## src/sv/mwra_pkg.sv

```systemverilog
// shared types, constants and register indexes for the multi-window ratio average
package mwra_pkg;

    // default sizes, handed to the top level parameters
    localparam int DEF_HISTORY_DEPTH   = 256;
    localparam int DEF_MAX_WINDOWS     = 4;
    localparam int DEF_RATIO_FRAC_BITS = 16;

    // fixed field widths
    localparam int TIME_W     = 32;
    localparam int VAL_W      = 24;
    localparam int WIN_W      = 16;
    localparam int WCOUNT_W   = 3;
    localparam int WIDX_W     = 2;
    localparam int WIN_REGS   = 4;
    localparam int CFG_IDX_W  = 3;
    localparam int CFG_DATA_W = 16;

    // configuration register indexes
    localparam logic [CFG_IDX_W-1:0] REG_WINDOW_0     = 3'd0;
    localparam logic [CFG_IDX_W-1:0] REG_WINDOW_1     = 3'd1;
    localparam logic [CFG_IDX_W-1:0] REG_WINDOW_2     = 3'd2;
    localparam logic [CFG_IDX_W-1:0] REG_WINDOW_3     = 3'd3;
    localparam logic [CFG_IDX_W-1:0] REG_WINDOW_COUNT = 3'd4;

    // configuration reset values
    localparam logic [WIN_W-1:0]    WINDOW_0_RST     = 16'd60;
    localparam logic [WIN_W-1:0]    WINDOW_1_RST     = 16'd120;
    localparam logic [WIN_W-1:0]    WINDOW_2_RST     = 16'd300;
    localparam logic [WIN_W-1:0]    WINDOW_3_RST     = 16'd600;
    localparam logic [WCOUNT_W-1:0] WINDOW_COUNT_RST = 3'd1;

    // input item
    typedef struct packed {
        logic [TIME_W-1:0] sample_time;
        logic [VAL_W-1:0]  sample_ratio;
    } t_in;

    // result item
    typedef struct packed {
        logic [WIDX_W-1:0] window_index;
        logic [VAL_W-1:0]  mean_ratio;
        logic [VAL_W-1:0]  inverse_mean;
        logic              last_of_run;
    } t_out;

    // controller to datapath commands
    typedef struct packed {
        logic load;
        logic mark_zero;
        logic rd;
        logic step;
        logic win_first;
        logic win_skip;
        logic div_mean;
        logic take_mean;
        logic div_inv;
        logic take_inv;
        logic win_next;
    } t_cmd;

    // datapath to controller status
    typedef struct packed {
        logic not_ready;
        logic walk_done;
        logic win_empty;
        logic div_done;
        logic mean_zero;
        logic win_last;
    } t_sts;

endpackage

```

## src/sv/mwra_ctrl.sv

```systemverilog
// controller: sequences load, ring walk, divisions and result transfers
module mwra_ctrl import mwra_pkg::*; (
    input  logic i_clk,
    input  logic i_rst_n,
    input  logic i_in_valid,
    output logic o_in_ready,
    output logic o_out_valid,
    input  logic i_out_ready,
    input  t_sts i_sts,
    output t_cmd o_cmd
);

    typedef enum logic [7:0] {
        S_IDLE  = 8'b0000_0001,
        S_CHECK = 8'b0000_0010,
        S_READ  = 8'b0000_0100,
        S_STEP  = 8'b0000_1000,
        S_WIN   = 8'b0001_0000,
        S_DIVM  = 8'b0010_0000,
        S_DIVI  = 8'b0100_0000,
        S_OUT   = 8'b1000_0000
    } t_state;

    t_state r_state;
    t_state n_state;

    // state register
    always_ff @(posedge i_clk) begin
        if (!i_rst_n) begin
            r_state <= S_IDLE;
        end else begin
            r_state <= n_state;
        end
    end

    // next state and commands
    always_comb begin
        n_state     = r_state;
        o_cmd       = '0;
        o_in_ready  = 1'b0;
        o_out_valid = 1'b0;
        case (r_state)
            S_IDLE: begin
                o_in_ready = 1'b1;
                if (i_in_valid) begin
                    o_cmd.load = 1'b1;
                    n_state    = S_CHECK;
                end
            end
            S_CHECK: begin
                if (i_sts.not_ready) begin
                    o_cmd.mark_zero = 1'b1;
                    o_cmd.win_first = 1'b1;
                    n_state         = S_WIN;
                end else begin
                    n_state = S_READ;
                end
            end
            S_READ: begin
                o_cmd.rd = 1'b1;
                n_state  = S_STEP;
            end
            S_STEP: begin
                o_cmd.step = 1'b1;
                if (i_sts.walk_done) begin
                    o_cmd.win_first = 1'b1;
                    n_state         = S_WIN;
                end else begin
                    n_state = S_READ;
                end
            end
            S_WIN: begin
                if (i_sts.win_empty) begin
                    o_cmd.win_skip = 1'b1;
                    n_state        = S_OUT;
                end else begin
                    o_cmd.div_mean = 1'b1;
                    n_state        = S_DIVM;
                end
            end
            S_DIVM: begin
                if (i_sts.div_done) begin
                    o_cmd.take_mean = 1'b1;
                    if (i_sts.mean_zero) begin
                        n_state = S_OUT;
                    end else begin
                        o_cmd.div_inv = 1'b1;
                        n_state       = S_DIVI;
                    end
                end
            end
            S_DIVI: begin
                if (i_sts.div_done) begin
                    o_cmd.take_inv = 1'b1;
                    n_state        = S_OUT;
                end
            end
            S_OUT: begin
                o_out_valid = 1'b1;
                if (i_out_ready) begin
                    if (i_sts.win_last) begin
                        n_state = S_IDLE;
                    end else begin
                        o_cmd.win_next = 1'b1;
                        n_state        = S_WIN;
                    end
                end
            end
            default: begin
                n_state = S_IDLE;
            end
        endcase
    end

endmodule

```

## config.mk

```make
export PLATFORM = sky130hd
export DESIGN_NAME = mwra_ctrl
export DESIGN_NICKNAME = d
export VERILOG_FILES = /design/src/sv/mwra_pkg.sv /design/src/sv/mwra_ctrl.sv
export SDC_FILE = /design/constraint.sdc
export NUM_CORES = 1
export LEC_CHECK = 0
export BUFFER_PORTS_ARGS = -buffer_cell sky130_fd_sc_hd__clkbuf_2
export CAP_MARGIN = 0
export CORE_AREA = 2 2 39 41
export CTS_CLUSTER_SIZE = 20
export DETAILED_ROUTE_END_ITERATION = 16
export DIE_AREA = 0 0 41 43
export PLACE_DENSITY = 0.75
export REMOVE_ABC_BUFFERS = 1
export SYNTH_ARGS = -nofsm -noshare
export SYNTH_HDL_FRONTEND = slang
export SYNTH_SLANG_ARGS = --single-unit
```

## constraint.sdc

```tcl
create_clock -name i_clk -period 3.9 [get_ports i_clk]
set_input_delay 0.195 -clock i_clk [delete_from_list [all_inputs] [get_ports i_clk]]
set_output_delay 0.195 -clock i_clk [all_outputs]
set_load 0.02 [all_outputs]
```

==> results.json, run 1 <==
{
  "via_per_inst": 5.45,
  "wl_per_cell_um": 11.8,
  "internal-power_w": 0.000159,
  "yosys.area_share.simple_pct": 42.0,
  "final_antenna_net_count": 0,
  "clk_path_buf_depth": 2,
  "num_io_pins": 23,
  "critPathArrivalTime_ns": 2.11,
  "setup.worst_path.end_class": "output port",
  "die_x_um": 41,
  "totalPowerFinal_w": 0.000246,
  "rows": 14,
  "cts_tree": "yes",
  "yosysTopAreaCell": "dfxtp_1",
  "final_area_um2": 713,
  "numCtsBuffers": 3,
  "post-dp-hpwl_um": 1080,
  "synth_cells": 72,
  "largest_reg_flops": 8,
  "antenna_found_initial": 0,
  "finClkSkew_ns": 0.00838,
  "post_cts_buffers": 0,
  "synth_top_area_share_pct": 28.0,
  "largestRegisters": "r_state x8",
  "fin_setup_tns_ns": 0,
  "final_nets": 108,
  "cp_max_fo": 8,
  "combPwrFrac_pct": 33.8,
  "synth_area_leaders": "dfxtp_1 28%, nor2_1 7.2%, nand4b_1 4.6%, inv_1 3.9%, or4_4 3.9%",
  "synth-compound-area-share_pct": 21.0,
  "critPathKind": "reg -> out",
  "grt_pass1_wl_um": 2210,
  "cellLeakagePower_nw": 0.348,
  "clock_sinks": 8,
  "ys_seq_area_share_pct": 28.0,
  "pwr-share-clk_pct": 27.0,
  "finalMaxSlewViolations": 0,
  "synthXorXnorAreaFrac_pct": 3.06,
  "crit_family": "simple AND/OR/NAND/NOR gates",
  "gp_congestion": 0.810,
  "wirelength_um": 1320,
  "clk_latency_ns": 0.26,
  "drive_above_1_share_pct": 32.3,
  "drt_pass1_iterations": 4,
  "grt_pass1_vias": 519,
  "yosysWarnings": 0,
  "root_buffer": "clkbuf_4",
  "synth_area_um2": 572,
  "rsz0062_at_grt": "false",
  "slowest_delay_ns": 0.48,
  "synthAdderAreaFrac_pct": 0,
  "ys_ff_latch": 8,
  "muxShareOfSynthArea_pct": 0,
  "core-area_um2": 1380,
  "grt_use_total_pct": 18.3,
  "powerDensity_nw_per_um2": 345,
  "drc": 0,
  "antenna_cells": 0,
  "postCtsResizedCells": 0,
  "dr.first_iter.drc_count": 13,
  "grt-ovfl-total": 0,
  "largest-register": "r_state",
  "period_share_pct": 59.1,
  "start_util_pct": 41.3,
  "power.switching_w": 0.0000873,
  "portBuffers": 22,
  "syn_to_final_growth_pct": 24.7,
  "worst_slew_pin_slew_ns": 0.771,
  "path_buf_inv": 1,
  "cp_slowest_cell": "nor3b_1",
  "min_period_ns": 2.30,
  "status": "completed",
  "h-tree-depth": 1,
  "cts.reportedPaths.clkPinSlew_ns": 0.06,
  "slew_headroom_pct": 48.1,
  "setup_viol": 0,
  "cap_viol_max_count": 0,
  "crit_chain": "nor4_1, nor3b_1, nand2_1, nor3_1, clkbuf_2",
  "placed_cell_area_um2": 691,
  "dieArea_um2": 1760,
  "vdd_ir_drop_max_v": 0.000187,
  "p_sw_share_pct": 35.4,
  "cp.required_ns": 3.70,
  "synth_top_family_by_area": "simple AND/OR/NAND/NOR gates",
  "seqPwrFrac_pct": 39.3,
  "grt_max_degree": 9,
  "hold_violations": 0,
  "cp-start-kind": "flip-flop",
  "syn_area_per_cell_um2": 7.94,
  "vias": 610,
  "holdCritPathClass": "in -> reg",
  "hold_buffers": 0,
  "die_h_um": 43,
  "synth_cell_types": 32,
  "fmax_mhz": 434
}
[power groups by stage]
stage	registers, W	logic [W]	clock network, W
finish	0.0000968	0.0000831	0.0000664
global route	0.0000978	0.0000922	0.0000711
CTS	0.0000963	0.0000838	0.0000676
detailed placement	0.0000981	0.0000835	0
global placement	0.0000981	0.0000828	0
floorplan	0.0000959	0.0000604	0
[cell families after synthesis]
kind of cell / Yosys count
xor gates and xnor gates: 2
DFF: 8
buffers and inverters: 7
AOI/OAI and AO/OA: 15
and+or+nand+nor: 40
[cell usage in the layout, fill, tap and decap left out, drive strengths merged]
master,instances
clkbuf,25
nor2,11
dfxtp,8
inv,6
nand2,4
nand4b,3
and3,3
and2,3
nor4,2
nor3b,2
nor2b,2
nand3,2
a22o,2
or4,2
xnor2,2
a21oi,2
o21ai,2
and2b,2
o22ai,2
and4,1
o21bai,1
nor3,1
o21a,1
or2,1
o311ai,1
a21boi,1
o221ai,1
a22oi,1
o32ai,1
nor4b,1
[worst paths after layout]
path	end	slack (ns)	cells after the start	from
hold reg to reg	r_state[3]	0.58	1	r_state[2]
setup / recovery	o_cmd[2]	1.60	5	r_state[0]
hold / removal	r_state[6]	0.18	2	i_sts[1]
setup reg to reg	r_state[6]	1.90	5	r_state[2]
[layout make-up]
cell class | instances | area [um^2]
repair buffers | 22 | 110
inverters | 6 | 22.5
fillers | 131 | 671
multi-input cells | 57 | 378
flip-flops and latches | 8 | 160
well taps | 16 | 20.0
clock buffers | 3 | 22.5
[stage by stage]
step           utilization, %  instances  hold WS, ns  setup WS, ns
2_1_floorplan               -         71        0.309          2.01
4_1_cts                  51.5        112        0.176          1.58
3_5_place_dp             49.9        109        0.451          1.87
6_report                 51.5        112        0.180          1.60
3_3_place_gp             49.9        109        0.448          1.92
5_1_grt                  51.5        112        0.179          1.36
[metal layers]
metal / vias up / routed length [um] / track usage [%]
met1: 269 / 600 / 23.9
met2: 22 / 629 / 28.1
met3: 2 / 62 / 3.14
met4: 0 / 26 / 8.00
met5: - / 0 / 0
li1: 317 / - / -
[synthesized netlist by cell type]
master	instances
a21boi_0	1
o311ai_0	1
a22o_1	2
dfxtp_1	8
or4_4	2
buf_6	1
and2b_1	1
nor4_1	2
o21ai_0	2
a21oi_1	2
or2_4	1
and2b_2	1
and3_1	3
o32ai_2	1
nand4b_1	3
nor2b_1	2
and2_1	3
nor2_1	11
nor3_1	1
nor4b_1	1
o21bai_1	1
nand2_1	4
o22ai_1	1
and4_1	1
a22oi_1	1
nand3_1	2
nor3b_1	2
o21a_1	1
o221ai_1	1
o22ai_2	1
xnor2_1	2
inv_1	6
Power figures use the tool's default switching activity.
==> run 2: changes to the inputs <==
Settings changed: CORE_AREA 2 2 39 41 to not set, CORE_MARGIN set to 1, CORE_UTILIZATION set to 41, DIE_AREA 0 0 41 43 to not set.
Clock period 3.9 ns to 1.86 ns, I/O delays scaled along.
==> results.json, run 2 (same netlist as run 1, synthesis figures left out) <==
{
  "period_share_pct": 103,
  "final_util_pct": 73.9,
  "die_x_um": 39.3,
  "seqPwrFrac_pct": 28.7,
  "path_buf_inv": 1,
  "drt_pass1_iterations": 4,
  "grt_pass1_vias": 567,
  "via_per_inst": 5.76,
  "rsz0062_at_grt": "true",
  "fin_ws_ns": -0.0608,
  "wl_per_cell_um": 17.2,
  "dp_cells": 118,
  "crit_family": "compound AO/OA/AOI/OAI gates",
  "numCtsBuffers": 3,
  "core-area_um2": 1300,
  "layout_common_cells": "17 x clkbuf_2, 14 x buf_4, 10 x nor2_1",
  "powerDensity_nw_per_um2": 711,
  "h-tree-depth": 1,
  "grt_use_total_pct": 23.7,
  "largest_reg_flops": 8,
  "cts.reportedPaths.clkPinSlew_ns": 0.06,
  "setup_viol": 7,
  "clk_path_buf_depth": 2,
  "p_sw_share_pct": 37.9,
  "critPathArrivalTime_ns": 2.11,
  "start_util_pct": 43.9,
  "power.switching_w": 0.000259,
  "cts_tree": "yes",
  "hold_violations": 0,
  "fin_setup_tns_ns": -0.175,
  "clk_latency_ns": 0.28,
  "fmax_mhz": 521,
  "largestRegisters": "r_state x8",
  "num_io_pins": 23,
  "cap_viol_max_count": 0,
  "die_h_um": 39.3,
  "finClkSkew_ns": 0.00676,
  "worst_slew_pin_slew_ns": 0.456,
  "grt_max_degree": 8,
  "critPathKind": "reg -> reg",
  "dr.first_iter.drc_count": 30,
  "rows": 13,
  "post-dp-hpwl_um": 1280,
  "portBuffers": 22,
  "final_antenna_net_count": 0,
  "grt-ovfl-total": 0,
  "slew_headroom_pct": 69.2,
  "vias": 731,
  "gp_congestion": 0.850,
  "finalMaxSlewViolations": 0,
  "slowest_delay_ns": 0.42,
  "violations": "setup timing",
  "status": "finished with violations",
  "final_common_cell": "clkbuf_2",
  "cellLeakagePower_nw": 0.460,
  "antenna_found_initial": 0,
  "drc": 0,
  "cp.required_ns": 2.05,
  "vdd_ir_drop_max_v": 0.000476,
  "antenna_cells": 0,
  "holdCritPathClass": "in -> reg",
  "internal-power_w": 0.000424,
  "crit_chain": "buf_6, and2b_1, o311ai_0, a21boi_0, o221ai_1, a22oi_1",
  "final_nets": 124,
  "cp_slowest_cell": "o311ai_0",
  "syn_to_final_growth_pct": 68.3,
  "dieArea_um2": 1550,
  "setup.worst_path.end_class": "flip-flop",
  "grt_pass1_wl_um": 2380,
  "clock_sinks": 8,
  "wirelength_um": 2180,
  "largest-register": "r_state",
  "cp-start-kind": "flip-flop",
  "drive_above_1_share_pct": 54.5,
  "cp_max_fo": 5,
  "root_buffer": "clkbuf_4",
  "layout.cells.non_filler": 127,
  "combPwrFrac_pct": 48.6,
  "pwr-share-clk_pct": 22.7,
  "min_period_ns": 1.92
}
[run 2: layout make-up]
type	count	area [um^2]
multi-input cells	57	465
well taps	15	18.8
fillers	101	339
flip-flops and latches	8	164
repair buffers	38	269
clock buffers	3	22.5
inverters	6	22.5
[run 2: repair_timing]
action                                  in CTS  in global routing
hold endpoints to repair                     0                  0
endpoints found under the setup margin      11                 12
hold buffers                                 0                  0
pin swaps                                    2                  5
buffers inserted                             1                  5
resized for setup                           14                 21
[run 2: power by group through the flow]
stage                     sequential [W]  clock (W)  combinational [W]
after floorplan                 0.000201          0           0.000127
after global placement          0.000194          0           0.000232
after detailed placement        0.000194          0           0.000239
after CTS                       0.000192   0.000141           0.000259
after global routing            0.000197   0.000160           0.000348
final                           0.000196   0.000155           0.000332
[run 2: stage by stage]
stage	hold slack [ns]	area, um^2	setup WS (ns)	total power [W]
3_3_place_gp	0.343	764	0.0269	0.000426
2_1_floorplan	0.207	561	0.00312	0.000328
4_1_cts	0.0742	860	-0.0450	0.000592
3_5_place_dp	0.351	764	-0.0330	0.000433
6_report	0.0763	962	-0.0608	0.000684
5_1_grt	0.0810	962	-0.176	0.000705
[run 2: per-layer routing]
layer,wire (um),part of all wire (%),global-route usage (%)
met5,0,0,0
met4,59,2.7,5.17
met3,141,6.5,5.11
met2,1140,52,41.7
met1,836,38,29.1
[run 2: worst paths after layout]
check             cells past startpoint  startpoint  slack (ns)         end
hold / removal                        2    i_sts[1]        0.08  r_state[6]
hold reg to reg                       2  r_state[3]        0.55  r_state[3]
setup / recovery                      6  r_state[1]       -0.06  r_state[0]
setup reg to reg                      6  r_state[1]       -0.06  r_state[0]
==> run 3: changes to the inputs <==
Settings changed: PLACE_DENSITY 0.75 to 0.78.
==> results.json, run 3 (same netlist as run 1, synthesis figures left out) <==
{
  "status": "finished with violations",
  "violations": "setup timing",
  "portBuffers": 22,
  "min_period_ns": 1.88,
  "dr.first_iter.drc_count": 6,
  "cp-startpoint": "r_state[3]",
  "hold_buffers": 0,
  "slew_headroom_pct": 76.7,
  "via_per_inst": 5.54,
  "setup.worst_path.end_class": "flip-flop",
  "cts.reportedPaths.clkPinSlew_ns": 0.06,
  "antenna_found_initial": 0,
  "r2r-start": "r_state[3]",
  "grt_pass1_wl_um": 2370,
  "fmax_mhz": 531,
  "finalMaxSlewViolations": 0,
  "num_io_pins": 23,
  "critPathArrivalTime_ns": 2.03,
  "largestRegisters": "r_state x8",
  "cts_tree": "yes",
  "rsz0062_at_grt": "true",
  "ff2ff_path_depth": 5,
  "hold_path_depth": 2,
  "powerDensity_nw_per_um2": 680,
  "final_nets": 120,
  "cp.required_ns": 2.01,
  "setup_viol": 2,
  "fin_setup_tns_ns": -0.0372,
  "clk_path_buf_depth": 2,
  "h-tree-depth": 1,
  "min_from": "i_sts[1]",
  "r2r_end": "r_state[6]",
  "vdd_ir_drop_max_v": 0.000646,
  "final_area_um2": 906,
  "drt_pass1_iterations": 4,
  "drc": 0,
  "wirelength_um": 1700,
  "finClkSkew_ns": 0.00960,
  "gp_congestion": 0.847,
  "worst_slew_pin_slew_ns": 0.345,
  "fin_ws_ns": -0.0242,
  "largest_reg_flops": 8,
  "r2r_slack_ns": -0.02,
  "clk_latency_ns": 0.26,
  "final_util_pct": 69.6,
  "final_common_cell": "clkbuf_2",
  "placed_cell_area_um2": 757,
  "drive_above_1_share_pct": 48.1,
  "grt-ovfl-total": 0,
  "vias": 681,
  "post-dp-hpwl_um": 1250,
  "period_share_pct": 101,
  "core-area_um2": 1300,
  "hold_violations": 0,
  "wl_per_cell_um": 13.8,
  "grt_use_total_pct": 24.2,
  "rows": 13,
  "die_x_um": 39.3,
  "dieArea_um2": 1550,
  "root_buffer": "clkbuf_4",
  "clock_sinks": 8,
  "cp_max_fo": 4,
  "critPathKind": "reg -> reg",
  "grt_pass1_vias": 574,
  "holdCritPathClass": "in -> reg",
  "start_util_pct": 43.9,
  "largest-register": "r_state",
  "cellLeakagePower_nw": 0.435,
  "whs_endpoint": "r_state[6]",
  "grt_max_degree": 8,
  "layout_common_cells": "18 x clkbuf_2, 12 x buf_4, 10 x nor2_1, 7 x dfxtp_1, 6 x inv_1",
  "cap_viol_max_count": 0,
  "die_h_um": 39.3,
  "final_antenna_net_count": 0,
  "numCtsBuffers": 3,
  "cp-start-kind": "flip-flop",
  "syn_to_final_growth_pct": 58.4,
  "antenna_cells": 0,
  "whs_ns": 0.0806
}
## run 3: cell types whose count changed in the layout (fill, tap and decap cells not counted), moves of 2 or more
| cell | change |
|---|---|
| dfxtp_2 | -2 |
| dfxtp_1 | +2 |
| buf_4 | -2 |
| buf_6 | -3 |
## run 3: worst max path at each step
stage | end | slack, ns | cells past startpoint
floorplan | r_state[6] | 0.003 | 5
global placement | r_state[6] | 0.03 | 5
detailed placement | r_state[7] | -0.04 | 5
CTS | r_state[7] | -0.02 | 5
global route | r_state[6] | -0.05 | 5
finish | r_state[6] | -0.02 | 5
## run 3: cell type report
cell class,count,area [um^2]
clock buffer,3,22.5
tap,15,18.8
multi-input combinational,57,459
fill,114,395
sequential,8,161
inverter,6,22.5
timing repair buffer,34,221
## run 3: report_power, final
group	total, W	switching [W]	internal (W)
registers	0.000194	0.0000101	0.000184
logic	0.000286	0.000141	0.000145
clock network	0.000136	0.0000617	0.0000740
total	0.000616	0.000213	0.000403
## run 3: timing repair
| item | CTS | global route |
|---|---|---|
| endpoints found under the setup margin | 12 | 14 |
| pin swaps | 3 | 1 |
| setup buffers | 1 | 3 |
| gates cloned | 0 | 0 |
| resized for setup | 10 | 15 |
## run 3: metrics by stage
stage	instances	total power (W)	setup slack (ns)
global route	123	0.000649	-0.0491
detailed placement	117	0.000422	-0.0443
floorplan	71	0.000328	0.00312
global placement	117	0.000418	0.0300
finish	123	0.000616	-0.0242
CTS	120	0.000577	-0.0171
## run 3: layer usage
metal,wire length (um),part of all wire [%],GRT usage (%),vias to the layer above
met5,0,0,0,-
met2,861,51,40.4,23
met1,714,42,25.1,314
met3,78,4.6,7.95,6
met4,48,2.8,17.2,0
li1,-,-,-,338
## run 3: worst max-delay path, cell delays in order (launching register included)
cell and delay (ns):
dfxtp_1 0.33, or4_4 0.51, or4_4 0.52, o22ai_4 0.15, or2_4 0.18, o32ai_2 0.07
